`config.mk`:
```
export PLATFORM = sky130hd
export DESIGN_NAME = bpas_ctrl
export DESIGN_NICKNAME = d
export VERILOG_FILES = /design/src/design/bpas_pkg.sv /design/src/design/bpas_ctrl.sv
export SDC_FILE = /design/constraint.sdc
export NUM_CORES = 1
export LEC_CHECK = 0
export ABC_AREA = 1
export BUFFER_PORTS_ARGS = -buffer_cell sky130_fd_sc_hd__buf_2
export CAP_MARGIN = 10
export CORE_AREA = 2 2 39 41
export DETAILED_ROUTE_END_ITERATION = 8
export DIE_AREA = 0 0 41 43
export RECOVER_POWER = 100
export SETUP_SLACK_MARGIN = 0.5
export SYNTH_ARGS = -nofsm -noshare
export SYNTH_HDL_FRONTEND = slang
export SYNTH_SLANG_ARGS = --single-unit
```
`constraint.sdc`:
```
create_clock -name clk -period 0.9 [get_ports clk]
set_input_delay 0.045 -clock clk [delete_from_list [all_inputs] [get_ports clk]]
set_output_delay 0.045 -clock clk [all_outputs]
set_load 0.02 [all_outputs]
```
`src/design/bpas_pkg.sv`:
```
// Shared types and constants of the banked port access scheduler.
`default_nettype none
package bpas_pkg;

    localparam int CYC_W = 48;
    localparam int OFS_W = 25;
    localparam int DIV_N = 25;
    localparam int DSR_W = 7;
    localparam logic [24:0] MAX_CAP = 25'd16777216;

    // Result error codes.
    localparam logic [1:0] ERR_OK    = 2'd0;
    localparam logic [1:0] ERR_RANGE = 2'd1;
    localparam logic [1:0] ERR_OVF   = 2'd2;

    // Configuration register indexes.
    localparam logic [2:0] CFG_CAPACITY = 3'd0;
    localparam logic [2:0] CFG_WIDTH    = 3'd1;
    localparam logic [2:0] CFG_LATENCY  = 3'd2;
    localparam logic [2:0] CFG_DMA_BEAT = 3'd3;
    localparam logic [2:0] CFG_DMA_SET  = 3'd4;

    typedef struct packed {
        logic              cmd;
        logic [CYC_W-1:0]  arrival_cycle;
        logic [OFS_W-1:0]  byte_offset;
        logic [OFS_W-1:0]  byte_length;
        logic              is_write;
    } req_t;

    typedef struct packed {
        logic [CYC_W-1:0]  start_cycle;
        logic [CYC_W-1:0]  completion_cycle;
        logic [CYC_W-1:0]  service_cycles;
        logic [CYC_W-1:0]  queue_cycles;
        logic [OFS_W-1:0]  conflict_count;
        logic [1:0]        error_code;
    } rsp_t;

    typedef enum logic [2:0] {
        ST_IDLE,
        ST_CHECK,
        ST_DIV_A,
        ST_BEAT,
        ST_FIN
    } state_t;

    // Commands from the controller to the datapath.
    typedef struct packed {
        logic       load;
        logic       div_a_go;
        logic       beat_init;
        logic       beat_step;
        logic       emit;
        logic [1:0] err;
    } ctl_cmd_t;

    // Status from the datapath to the controller.
    typedef struct packed {
        logic div_done;
        logic range_err;
        logic first_ovf;
        logic beat_ovf;
        logic last_beat;
    } ctl_sts_t;

endpackage
`default_nettype wire

```
`src/design/bpas_ctrl.sv`:
```
// Controller state machine that sequences one request through the datapath.
`default_nettype none
module bpas_ctrl
    import bpas_pkg::*;
(
    input  wire logic     clk,
    input  wire logic     rst_n,
    input  wire logic     start,
    input  wire ctl_sts_t sts,
    output ctl_cmd_t      cmd,
    output logic          busy
);

    state_t state_reg, state_next;

    // State register.
    always_ff @(posedge clk or negedge rst_n)
    begin
        if (!rst_n)
            state_reg <= ST_IDLE;
        else
            state_reg <= state_next;
    end

    // Next state and commands.
    always_comb
    begin
        state_next = state_reg;
        cmd        = '0;
        cmd.err    = ERR_OK;
        case (state_reg)
            ST_IDLE:
            begin
                if (start)
                begin
                    cmd.load   = 1'b1;
                    state_next = ST_CHECK;
                end
            end
            ST_CHECK:
            begin
                if (sts.range_err)
                begin
                    cmd.emit   = 1'b1;
                    cmd.err    = ERR_RANGE;
                    state_next = ST_IDLE;
                end
                else if (sts.first_ovf)
                begin
                    cmd.emit   = 1'b1;
                    cmd.err    = ERR_OVF;
                    state_next = ST_IDLE;
                end
                else
                begin
                    cmd.div_a_go = 1'b1;
                    state_next   = ST_DIV_A;
                end
            end
            ST_DIV_A:
            begin
                if (sts.div_done)
                begin
                    cmd.beat_init = 1'b1;
                    state_next    = ST_BEAT;
                end
            end
            ST_BEAT:
            begin
                cmd.beat_step = 1'b1;
                if (sts.beat_ovf)
                begin
                    cmd.emit   = 1'b1;
                    cmd.err    = ERR_OVF;
                    state_next = ST_IDLE;
                end
                else if (sts.last_beat)
                    state_next = ST_FIN;
            end
            ST_FIN:
            begin
                cmd.emit   = 1'b1;
                state_next = ST_IDLE;
            end
            default:
                state_next = ST_IDLE;
        endcase
    end

    assign busy = (state_reg != ST_IDLE);

endmodule
`default_nettype wire

```
==> metrics.cfg, run 1 <==
[sta]
skew_ns=0.00353
worst_pin_slew_ns=0.192
hold_viol_final=0
setup_slack_ns=-0.365
finalSetupViolations=11
maxSlewViolCount=0
max_freq_mhz=790
relSlewSlack_pct=87.2
rsz0062_at_grt=true
fin_crit_sh_pct=141
min_period_ns=1.27

[global_routing]
grtUsageMet1_pct=8.41
met2_usage_pct=15.0
grt_pass1_wl_um=1080
grt_pass1_vias=317
gr-total-overflow=0
grt-busiest-layer=met2
grt_usage_pct=9.56
antenna_found_initial=0
grt_max_degree=6
use_met3_pct=6.28

[yosys]
synth_area_um2=239
seq_area_frac_synth_pct=31.4
ys.warnings.count=0
syn_area_per_cell_um2=6.13
synth.distinct_cells=11
synth_seq_cells=3
synthCells=39
synthesis.nets=47

[route]
drt_wl_total_um=689
wire_per_inst_um=8.40
drc=0
drtIter0Drc=1
ant_nets=0
dr.pass1.iters=2
viasPerCell=4.02
vias=330

[floorplanning]
coreArea_um2=1380
die_w_um=41
die_area_um2=1760
die_h_um=43
boundaryPins=16
rows=14
start_util_pct=17.3

[final_layout]
fin_cells=82
largest_reg_flops=3
num_antenna_cells=0
drive_gt1_share_pct=66.7
area_growth_pct=124
utilization_pct=38.6
fill_cells=148
num-nets-final=75

[place]
dp_hpwl_um=527
gp_congestion=0.721
numPortBuffers=15
dp_cells=73

[power]
netSwitchingFraction_pct=44.0
max-vdd-ir-drop_mv=0.885
seqPwrFrac_pct=15.3
p_per_area_nw_per_um2=3020
p_sw_uw=710
combPwrFrac_pct=70.1
power.share.clock_pct=14.6
leakage_nw=0.278
p_int_uw=903

[clocking]
tritoncts=built
clkLatencyLatePin_ns=0.23
clk_pin_slew_ns=0.04
htree_levels=1
cts_root_buf=clkbuf_4
clock_sinks=3
cts_buffers=3
clock_path_buffers=2

[critical_path]
cp.depth=5
arrival_ns=1.22
crit_path_end_kind=primary output
cp_max_fo=3
cp_top_family=flip-flops
crit_path_cell_trace=inv_2 -> nor2_4 -> nand2_2 -> o211ai_1 -> buf_4
worstSetupPathType=reg -> out
critPathBufInv=2
worstRegToRegCells=7
cpMaxStageDelayCell=dfrtp_2
cpPeakStageDelay_ns=0.40
crit_required_ns=0.85
start_kind=register

[worst_hold_path]
hold_class=in -> reg
hold_depth=4

[outcome]
violations=setup timing
status=finished with violations

[flow_run]
cap_violations=0

## per-stage QoR
step / instance area (um2) / hold WS (ns) / power, mW / setup TNS, ns / setup WS [ns]
finish: 534 / 0.100 / 1.61 / -2.80 / -0.365
global route: 534 / 0.0903 / 1.74 / -3.46 / -0.446
global placement: 377 / -0.154 / 0.962 / -0.882 / -0.145
CTS: 450 / 0.0909 / 1.33 / -3.05 / -0.403
detailed placement: 377 / -0.152 / 0.972 / -1.00 / -0.156
floorplan: 259 / -0.251 / 0.712 / -0.676 / -0.169
## cell type report
class / count / area (um2) / area share, %
well taps: 16 / 20.0 / 3.75
flip-flops and latches: 3 / 77.6 / 14.5
multi-input cells: 28 / 201 / 37.7
repair buffers: 23 / 179 / 33.5
inverters: 8 / 30.0 / 5.62
clock buffers: 4 / 26.3 / 4.92
## worst min-delay path, stage by stage
cell and delay, ns:
buf_2 0.10, inv_1 0.04, nand2_1 0.07, nor3b_2 0.04
## path summary, 6_finish.rpt
kind | to | from | slack, ns
hold / removal | state_reg[2] | sts[1] | 0.1
hold reg to reg | state_reg[1] | state_reg[0] | 0.69
max in group asynchronous | state_reg[0] | rst_n | 0.56
min in group asynchronous | state_reg[1] | rst_n | 0.15
setup / recovery | cmd[2] | state_reg[0] | -0.37
setup reg to reg | state_reg[1] | state_reg[0] | -0.25
## layer usage
layer  vias to the layer above  share of wire, %
met2                         5                60
met4                         0                 0
met3                         0               3.3
met5                         -                 0
met1                       152                36
li1                        173                 -
## timing repair
item                                    CTS  global route
resized for setup                         7            23
endpoints found under the setup margin   11            11
pin swaps                                 2             7
endpoints found under the hold margin     3             0
buffers inserted                          2             2
hold buffers                              1             0
## cell families (layout without fill, tap and decap cells)
group | count (synthesis) | count (layout) | synth area share (%)
AND/OR/NAND/NOR | 24 | 24 | 45.5
flip-flops | 3 | 3 | 31.4
AO/OA/AOI/OAI | 4 | 4 | 10.5
buffers and inverters | 8 | 35 | 12.6
## cells in the mapped netlist
master    instances  area (um2)
o211ai_1          1        7.51
dfrtp_1           3        75.1
nor2_1            6        22.5
o21ai_0           1        5.00
nor3b_2           1        12.5
inv_1             8        30.0
a21o_1            1        7.51
nor2_2            2        12.5
o21ai_1           1        5.00
nand3_1           4        20.0
nand2_1          11        41.3
## power by group through the flow
stage / combinational [mW] / clock, mW / sequential (mW)
finish: 1.13 / 0.236 / 0.247
detailed placement: 0.755 / 0 / 0.217
global route: 1.22 / 0.268 / 0.252
floorplan: 0.499 / 0 / 0.214
global placement: 0.746 / 0 / 0.216
CTS: 0.863 / 0.248 / 0.216
## cells in the final DEF, fill, tap and decap left out
cell / synthesis / routed
nand2_2: 0 / 5
nand3_1: 4 / 1
buf_6: 0 / 6
nor2_1: 6 / 2
dlygate4sd3_1: 0 / 1
o211ai_1: 1 / 1
inv_1: 8 / 5
buf_4: 0 / 9
a21o_1: 1 / 1
inv_2: 0 / 3
nand2_1: 11 / 6
dfrtp_2: 0 / 2
nor3b_2: 1 / 1
clkbuf_4: 0 / 3
nor2_4: 0 / 6
nand3_2: 0 / 3
o21ai_1: 1 / 2
dfrtp_1: 3 / 1
buf_2: 0 / 6
clkbuf_1: 0 / 2
Note: power is estimated with default switching activity, not from simulation.
==> run 2: changes to the inputs <==
==> constraint.sdc (replaced) <==
create_clock -name clk -period 1.2 [get_ports clk]
set_input_delay 0.06 -clock clk [delete_from_list [all_inputs] [get_ports clk]]
set_output_delay 0.06 -clock clk [all_outputs]
set_load 0.02 [all_outputs]
==> run 2 against run 1 <==
  * The run still ends with setup timing left
  * Power is 31% lower
  * Worst hold slack hardly changed
  * Count of clock-buffer cells in the layout unchanged
  * Die area unchanged
  * Sequential share of layout area rose by 1.3 points
  * Non-clock buffer count decreased by 3
  * Via count down 2.4%
  * Clock power shrank 25%
  * Clock skew fell by 0.0020 ns
  * First-iteration DRC count increased to 3.0 times the previous value
  * Final area fell by 9.8%
  * Combinational power shrank 33%
  * Critical path type unchanged
  * Largest power group unchanged
==> metrics.cfg, run 2 (same netlist as run 1, synthesis figures left out) <==
[outcome]
status=finished with violations  ; unchanged
violations=setup timing  ; unchanged

[power]
p_sw_uw=501  ; was 710 uW
seqPwrFrac_pct=15.3  ; about the same
max-vdd-ir-drop_mv=0.834  ; was 0.885 mV
power_mw=1.11  ; was 1.61 mW
leakage_nw=0.261  ; was 0.278 nW
power.share.clock_pct=16.0  ; was 14.6%
p_per_area_nw_per_um2=2300  ; was 3020 nW/um2
p_int_uw=605  ; was 903 uW
netSwitchingFraction_pct=45.3  ; was 44.0%
combPwrFrac_pct=68.7  ; was 70.1%

[sta]
finalSetupViolations=4  ; was 11
relSlewSlack_pct=89.0  ; was 87.2%
worst_pin_slew_ns=0.165  ; was 0.192 ns
max_freq_mhz=797
holdWs_ns=0.0999  ; was 0.100 ns
setup_slack_ns=-0.0542  ; was -0.365 ns
maxSlewViolCount=0  ; unchanged
hold_viol_final=0  ; unchanged
min_period_ns=1.25
fin_crit_sh_pct=105
rsz0062_at_grt=true  ; unchanged
skew_ns=0.00158  ; was 0.00353 ns

[critical_path]
critPathLaunch=state_reg[2]  ; was state_reg[0]
r2r_start=state_reg[0]  ; unchanged
crit_path_end_kind=primary output  ; unchanged
worstRegToRegCells=5  ; was 7
reg2reg_slack_ns=0.02  ; was -0.25 ns
start_kind=register  ; unchanged
crit_required_ns=1.14  ; was 0.85 ns
worstSetupPathType=reg -> out  ; unchanged
r2r-end=state_reg[1]  ; unchanged
cp_max_fo=4  ; was 3
arrival_ns=1.19  ; was 1.22 ns

[worst_hold_path]
hold_class=in -> reg  ; unchanged
hold_depth=2  ; was 4
min_from=sts[0]  ; was sts[1]
hold_end=state_reg[2]  ; unchanged

[global_routing]
antenna_found_initial=0  ; unchanged
grt_usage_pct=9.75  ; was 9.56%
grt_max_degree=6  ; unchanged
grt_pass1_wl_um=1120  ; was 1080 um
grt_pass1_vias=314  ; was 317
gr-total-overflow=0  ; unchanged

[route]
wire_per_inst_um=8.39  ; was 8.40 um
drtIter0Drc=3  ; was 1
dr.pass1.iters=2  ; unchanged
drc=0  ; unchanged
ant_nets=0  ; unchanged
drt_wl_total_um=663  ; was 689 um
viasPerCell=4.08  ; was 4.02
vias=322  ; was 330

[place]
numPortBuffers=15  ; unchanged
gp_congestion=0.711  ; was 0.721
dp_hpwl_um=487  ; was 527 um

[clocking]
clk_pin_slew_ns=0.04  ; about the same
clock_path_buffers=2  ; unchanged
cts_root_buf=clkbuf_4  ; unchanged
tritoncts=built  ; unchanged
cts_buffers=3  ; unchanged
clock_sinks=3  ; unchanged
htree_levels=1  ; unchanged
clkLatencyLatePin_ns=0.23  ; about the same

[final_layout]
num_antenna_cells=0  ; unchanged
utilization_pct=34.8  ; was 38.6%
num-nets-final=72  ; was 75
final_cell_mix=9 x buf_4, 7 x nand2_1, 6 x buf_2  ; was 9 x buf_4, 6 x nor2_4, 6 x nand2_1, 6 x buf_2, 6 x buf_6
drive_gt1_share_pct=58.7  ; was 66.7%
area_growth_pct=102  ; was 124%
final_common_cell=buf_4  ; unchanged
largest_reg_flops=3  ; unchanged

[flow_run]
cap_violations=0  ; unchanged

[floorplanning]
coreArea_um2=1380  ; unchanged
rows=14  ; unchanged
die_h_um=43  ; unchanged
start_util_pct=17.3  ; unchanged
die_area_um2=1760  ; unchanged
boundaryPins=16  ; unchanged
die_w_um=41  ; unchanged

[run 2: changes by cell type in the layout (fill, tap and decap cells not counted), sizes merged]
cell  delta
buf      -3
[run 2: worst max-delay path by stage]
stage | to | depth (start not counted)
2_1_floorplan | cmd[1] | 3
3_3_place_gp | cmd[2] | 4
3_5_place_dp | cmd[2] | 4
4_1_cts | cmd[6] | 5
5_1_grt | cmd[2] | 4
6_report | cmd[2] | 4
[run 2: cell type report]
| class | count | area [um2] |
|---|---|---|
| clock buffers | 4 | 26.3 |
| fillers | 155 | 902 |
| inverters | 8 | 30.0 |
| multi-input cells | 28 | 184 |
| flip-flops and latches | 3 | 76.3 |
| well taps | 16 | 20.0 |
| repair buffers | 20 | 145 |
[run 2: power by group through the flow]
stage               sequential, mW  combinational [mW]  clock [mW]
global route                 0.173               0.825       0.205
finish                       0.169               0.760       0.177
CTS                          0.170               0.741       0.185
floorplan                    0.160               0.374           0
detailed placement           0.164               0.506           0
global placement             0.164               0.502           0
[run 2: per-stage QoR]
step	instances	setup TNS, ns	cell area, um2	setup WS, ns
2_1_floorplan	39	0	259	0.116
3_3_place_gp	70	0	354	0.126
3_5_place_dp	70	0	354	0.123
4_1_cts	79	-0.273	475	-0.0679
5_1_grt	79	-0.673	482	-0.126
6_report	79	-0.168	482	-0.0542
[run 2: critical path: stages, from the launching register on]
cell and delay [ns]:
dfrtp_2 0.45, nor2_4 0.11, nand2_2 0.07, o211ai_1 0.16, buf_4 0.17
[run 2: repair_timing]
item | 4_1_cts | 5_1_grt
hold buffers | 1 | 0
setup buffers | 4 | 0
pin swaps | 5 | 2
endpoints found under the hold margin | 3 | 0
setup endpoints to repair | 11 | 11
gates cloned | 0 | 0
resized for setup | 20 | 2
[run 2: metal layers]
metal	routed length (um)	GRT usage [%]	share of wire (%)	up-vias
met5	0	0	0	-
met4	0	6.00	0	0
met3	39	4.71	5.9	0
met2	413	16.9	62	7
met1	210	8.06	32	149
li1	-	-	-	166
==> run 3: changes to the inputs <==
--- a/config.mk
+++ b/config.mk
@@ -6,11 +6,11 @@
 export NUM_CORES = 1
 export LEC_CHECK = 0
 export ABC_AREA = 1
-export BUFFER_PORTS_ARGS = -buffer_cell sky130_fd_sc_hd__buf_2
 export CAP_MARGIN = 10
 export CORE_AREA = 2 2 39 41
 export DETAILED_ROUTE_END_ITERATION = 8
 export DIE_AREA = 0 0 41 43
+export DONT_BUFFER_PORTS = 1
 export RECOVER_POWER = 100
 export SETUP_SLACK_MARGIN = 0.5
 export SYNTH_ARGS = -nofsm -noshare
==> run 3 against run 2 <==
  * The run ends with hold timing, setup timing left
  * Largest power group unchanged
  * Largest cell class unchanged
  * Via count down 9.6%
  * Sequential share of layout area rose by 1.4 points
  * Clock skew grew 0.0028 ns
  * Register-to-register slack improved by 0.07 ns
==> metrics.cfg, run 3 (same netlist as run 1, synthesis figures left out) <==
[place]
gp_congestion=0.669  ; was 0.711
numPortBuffers=0  ; was 15
dp_hpwl_um=497  ; was 487 um
dpl_worst_slack_ns=0.121  ; was 0.123 ns

[sta]
hold_viol_final=1  ; was 0
rsz0062_at_grt=true  ; unchanged
fin_crit_sh_pct=107  ; was 105%
relSlewSlack_pct=88.3  ; was 89.0%
finalSetupViolations=4  ; unchanged
maxSlewViolCount=0  ; unchanged
setup_slack_ns=-0.0862  ; was -0.0542 ns
worst_pin_slew_ns=0.176  ; was 0.165 ns
skew_ns=0.00433  ; was 0.00158 ns
min_period_ns=1.29  ; was 1.25 ns
max_freq_mhz=778  ; was 797 MHz
holdWs_ns=-0.0181  ; was 0.0999 ns

[route]
drtIter0Drc=1  ; was 3
dr.pass1.iters=2  ; unchanged
viasPerCell=4.16  ; was 4.08
wire_per_inst_um=9.44  ; was 8.39 um
ant_nets=0  ; unchanged
drc=0  ; unchanged
vias=291  ; was 322
drt_wl_total_um=661  ; was 663 um

[power]
p_per_area_nw_per_um2=2450  ; was 2300 nW/um2
leakage_nw=0.224  ; was 0.261 nW
max-vdd-ir-drop_mv=0.572  ; was 0.834 mV

[critical_path]
cpMaxStageDelayCell=dfrtp_2  ; unchanged
critPathLaunch=state_reg[0]  ; was state_reg[2]
start_kind=register  ; unchanged
arrival_ns=1.23  ; was 1.19 ns
crit_path_cell_trace=inv_2 -> nor2_4 -> nand2_2 -> o211ai_1 -> buf_4  ; was nor2_4 -> nand2_2 -> o211ai_1 -> buf_4
crit_required_ns=1.14  ; about the same
crit_path_end_kind=primary output  ; unchanged
cp_top_family=flip-flops  ; unchanged
worstSetupPathType=reg -> out  ; unchanged
r2r_start=state_reg[0]  ; unchanged
cpPeakStageDelay_ns=0.40  ; was 0.45 ns
critPathBufInv=2  ; was 1
cp_max_fo=3  ; was 4

[floorplanning]
die_area_um2=1760  ; unchanged
coreArea_um2=1380  ; unchanged
start_util_pct=17.3  ; unchanged
boundaryPins=16  ; unchanged
die_w_um=41  ; unchanged
die_h_um=43  ; unchanged
rows=14  ; unchanged

[clocking]
clk_pin_slew_ns=0.04  ; about the same
cts_root_buf=clkbuf_4  ; unchanged
clock_sinks=3  ; unchanged
clock_path_buffers=2  ; unchanged
tritoncts=built  ; unchanged
cts_buffers=3  ; unchanged
htree_levels=1  ; unchanged
clkLatencyLatePin_ns=0.24  ; was 0.23 ns

[worst_hold_path]
hold_class=in -> reg  ; unchanged
min_from=sts[1]  ; was sts[0]

[final_layout]
final_cell_mix=6 x nor2_4, 6 x nand2_1, 5 x nand2_2, 5 x inv_1, 5 x buf_4  ; was 9 x buf_4, 7 x nand2_1, 6 x buf_2
num_antenna_cells=0  ; unchanged
largest_reg_flops=3  ; unchanged
utilization_pct=32.5  ; was 34.8%
area_growth_pct=88.5  ; was 102%
multi_input_area_um2=191  ; was 184 um2
num-nets-final=63  ; was 72
fill_cells=148  ; was 155
register_area_um2=77.6  ; was 76.3 um2
drive_gt1_share_pct=55.6  ; was 58.7%

[global_routing]
grt_max_degree=6  ; unchanged
antenna_found_initial=0  ; unchanged
grt_pass1_wl_um=1010  ; was 1120 um
grt_usage_pct=9.05  ; was 9.75%
grt_pass1_vias=294  ; was 314
gr-total-overflow=0  ; unchanged

[outcome]
status=finished with violations  ; unchanged
violations=hold timing, setup timing  ; was setup timing

[flow_run]
cap_violations=0  ; unchanged

[run 3: stage by stage]
step	cell area (um2)	hold slack (ns)	std cells	TNS (ns)	total power, mW
after floorplan	259	-0.236	39	0	0.534
after global placement	309	-0.235	59	0	0.658
after detailed placement	309	-0.235	59	0	0.671
after CTS	382	-0.0196	66	-0.317	0.972
after global routing	450	0.00253	70	-0.522	1.19
final	450	-0.0181	70	-0.165	1.10
[run 3: timing repair]
item / in CTS / in global routing
setup buffers: 2 / 3
gates resized for setup: 7 / 12
pin swaps: 2 / 7
cloned: 0 / 0
setup endpoints to repair: 11 / 11
hold endpoints to repair: 4 / 1
hold buffers: 1 / 1
[run 3: path summary, 6_finish.rpt]
check / cells after the start / to / slack, ns
max: 5 / cmd[2] / -0.09
max in group asynchronous: 1 / state_reg[2] / 0.97
max reg2reg: 6 / state_reg[1] / 0.09
min: 3 / state_reg[2] / -0.02
min reg2reg: 3 / state_reg[0] / 0.61
min in group asynchronous: 1 / state_reg[0] / 0.07
[run 3: layout make-up]
cell class | instances | area share (%)
multi-input combinational | 28 | 42.5
timing repair buffer | 11 | 22.8
sequential | 3 | 17.2
inverter | 8 | 7.22
clock buffer | 4 | 5.83
tap | 16 | 4.44
[run 3: power by group]
part / switching, mW / internal, mW / total, mW
combinational: 0.400 / 0.333 / 0.733
sequential: 0.0514 / 0.138 / 0.190
clock: 0.0568 / 0.125 / 0.182
[run 3: layer usage]
metal	vias up	global-route usage (%)	share of wire, %
li1	150	-	-
met4	0	8.00	2.4
met3	2	5.24	6.7
met5	-	0	0
met2	7	14.7	58
met1	132	6.77	33
[run 3: worst register-to-register path, cell delays in order, from the launching register on]
cell	delay [ns]
dfrtp_2	0.43
nand2_2	0.10
nor2_4	0.05
buf_4	0.13
nand2_1	0.07
nand2_1	0.05
a21o_1	0.15
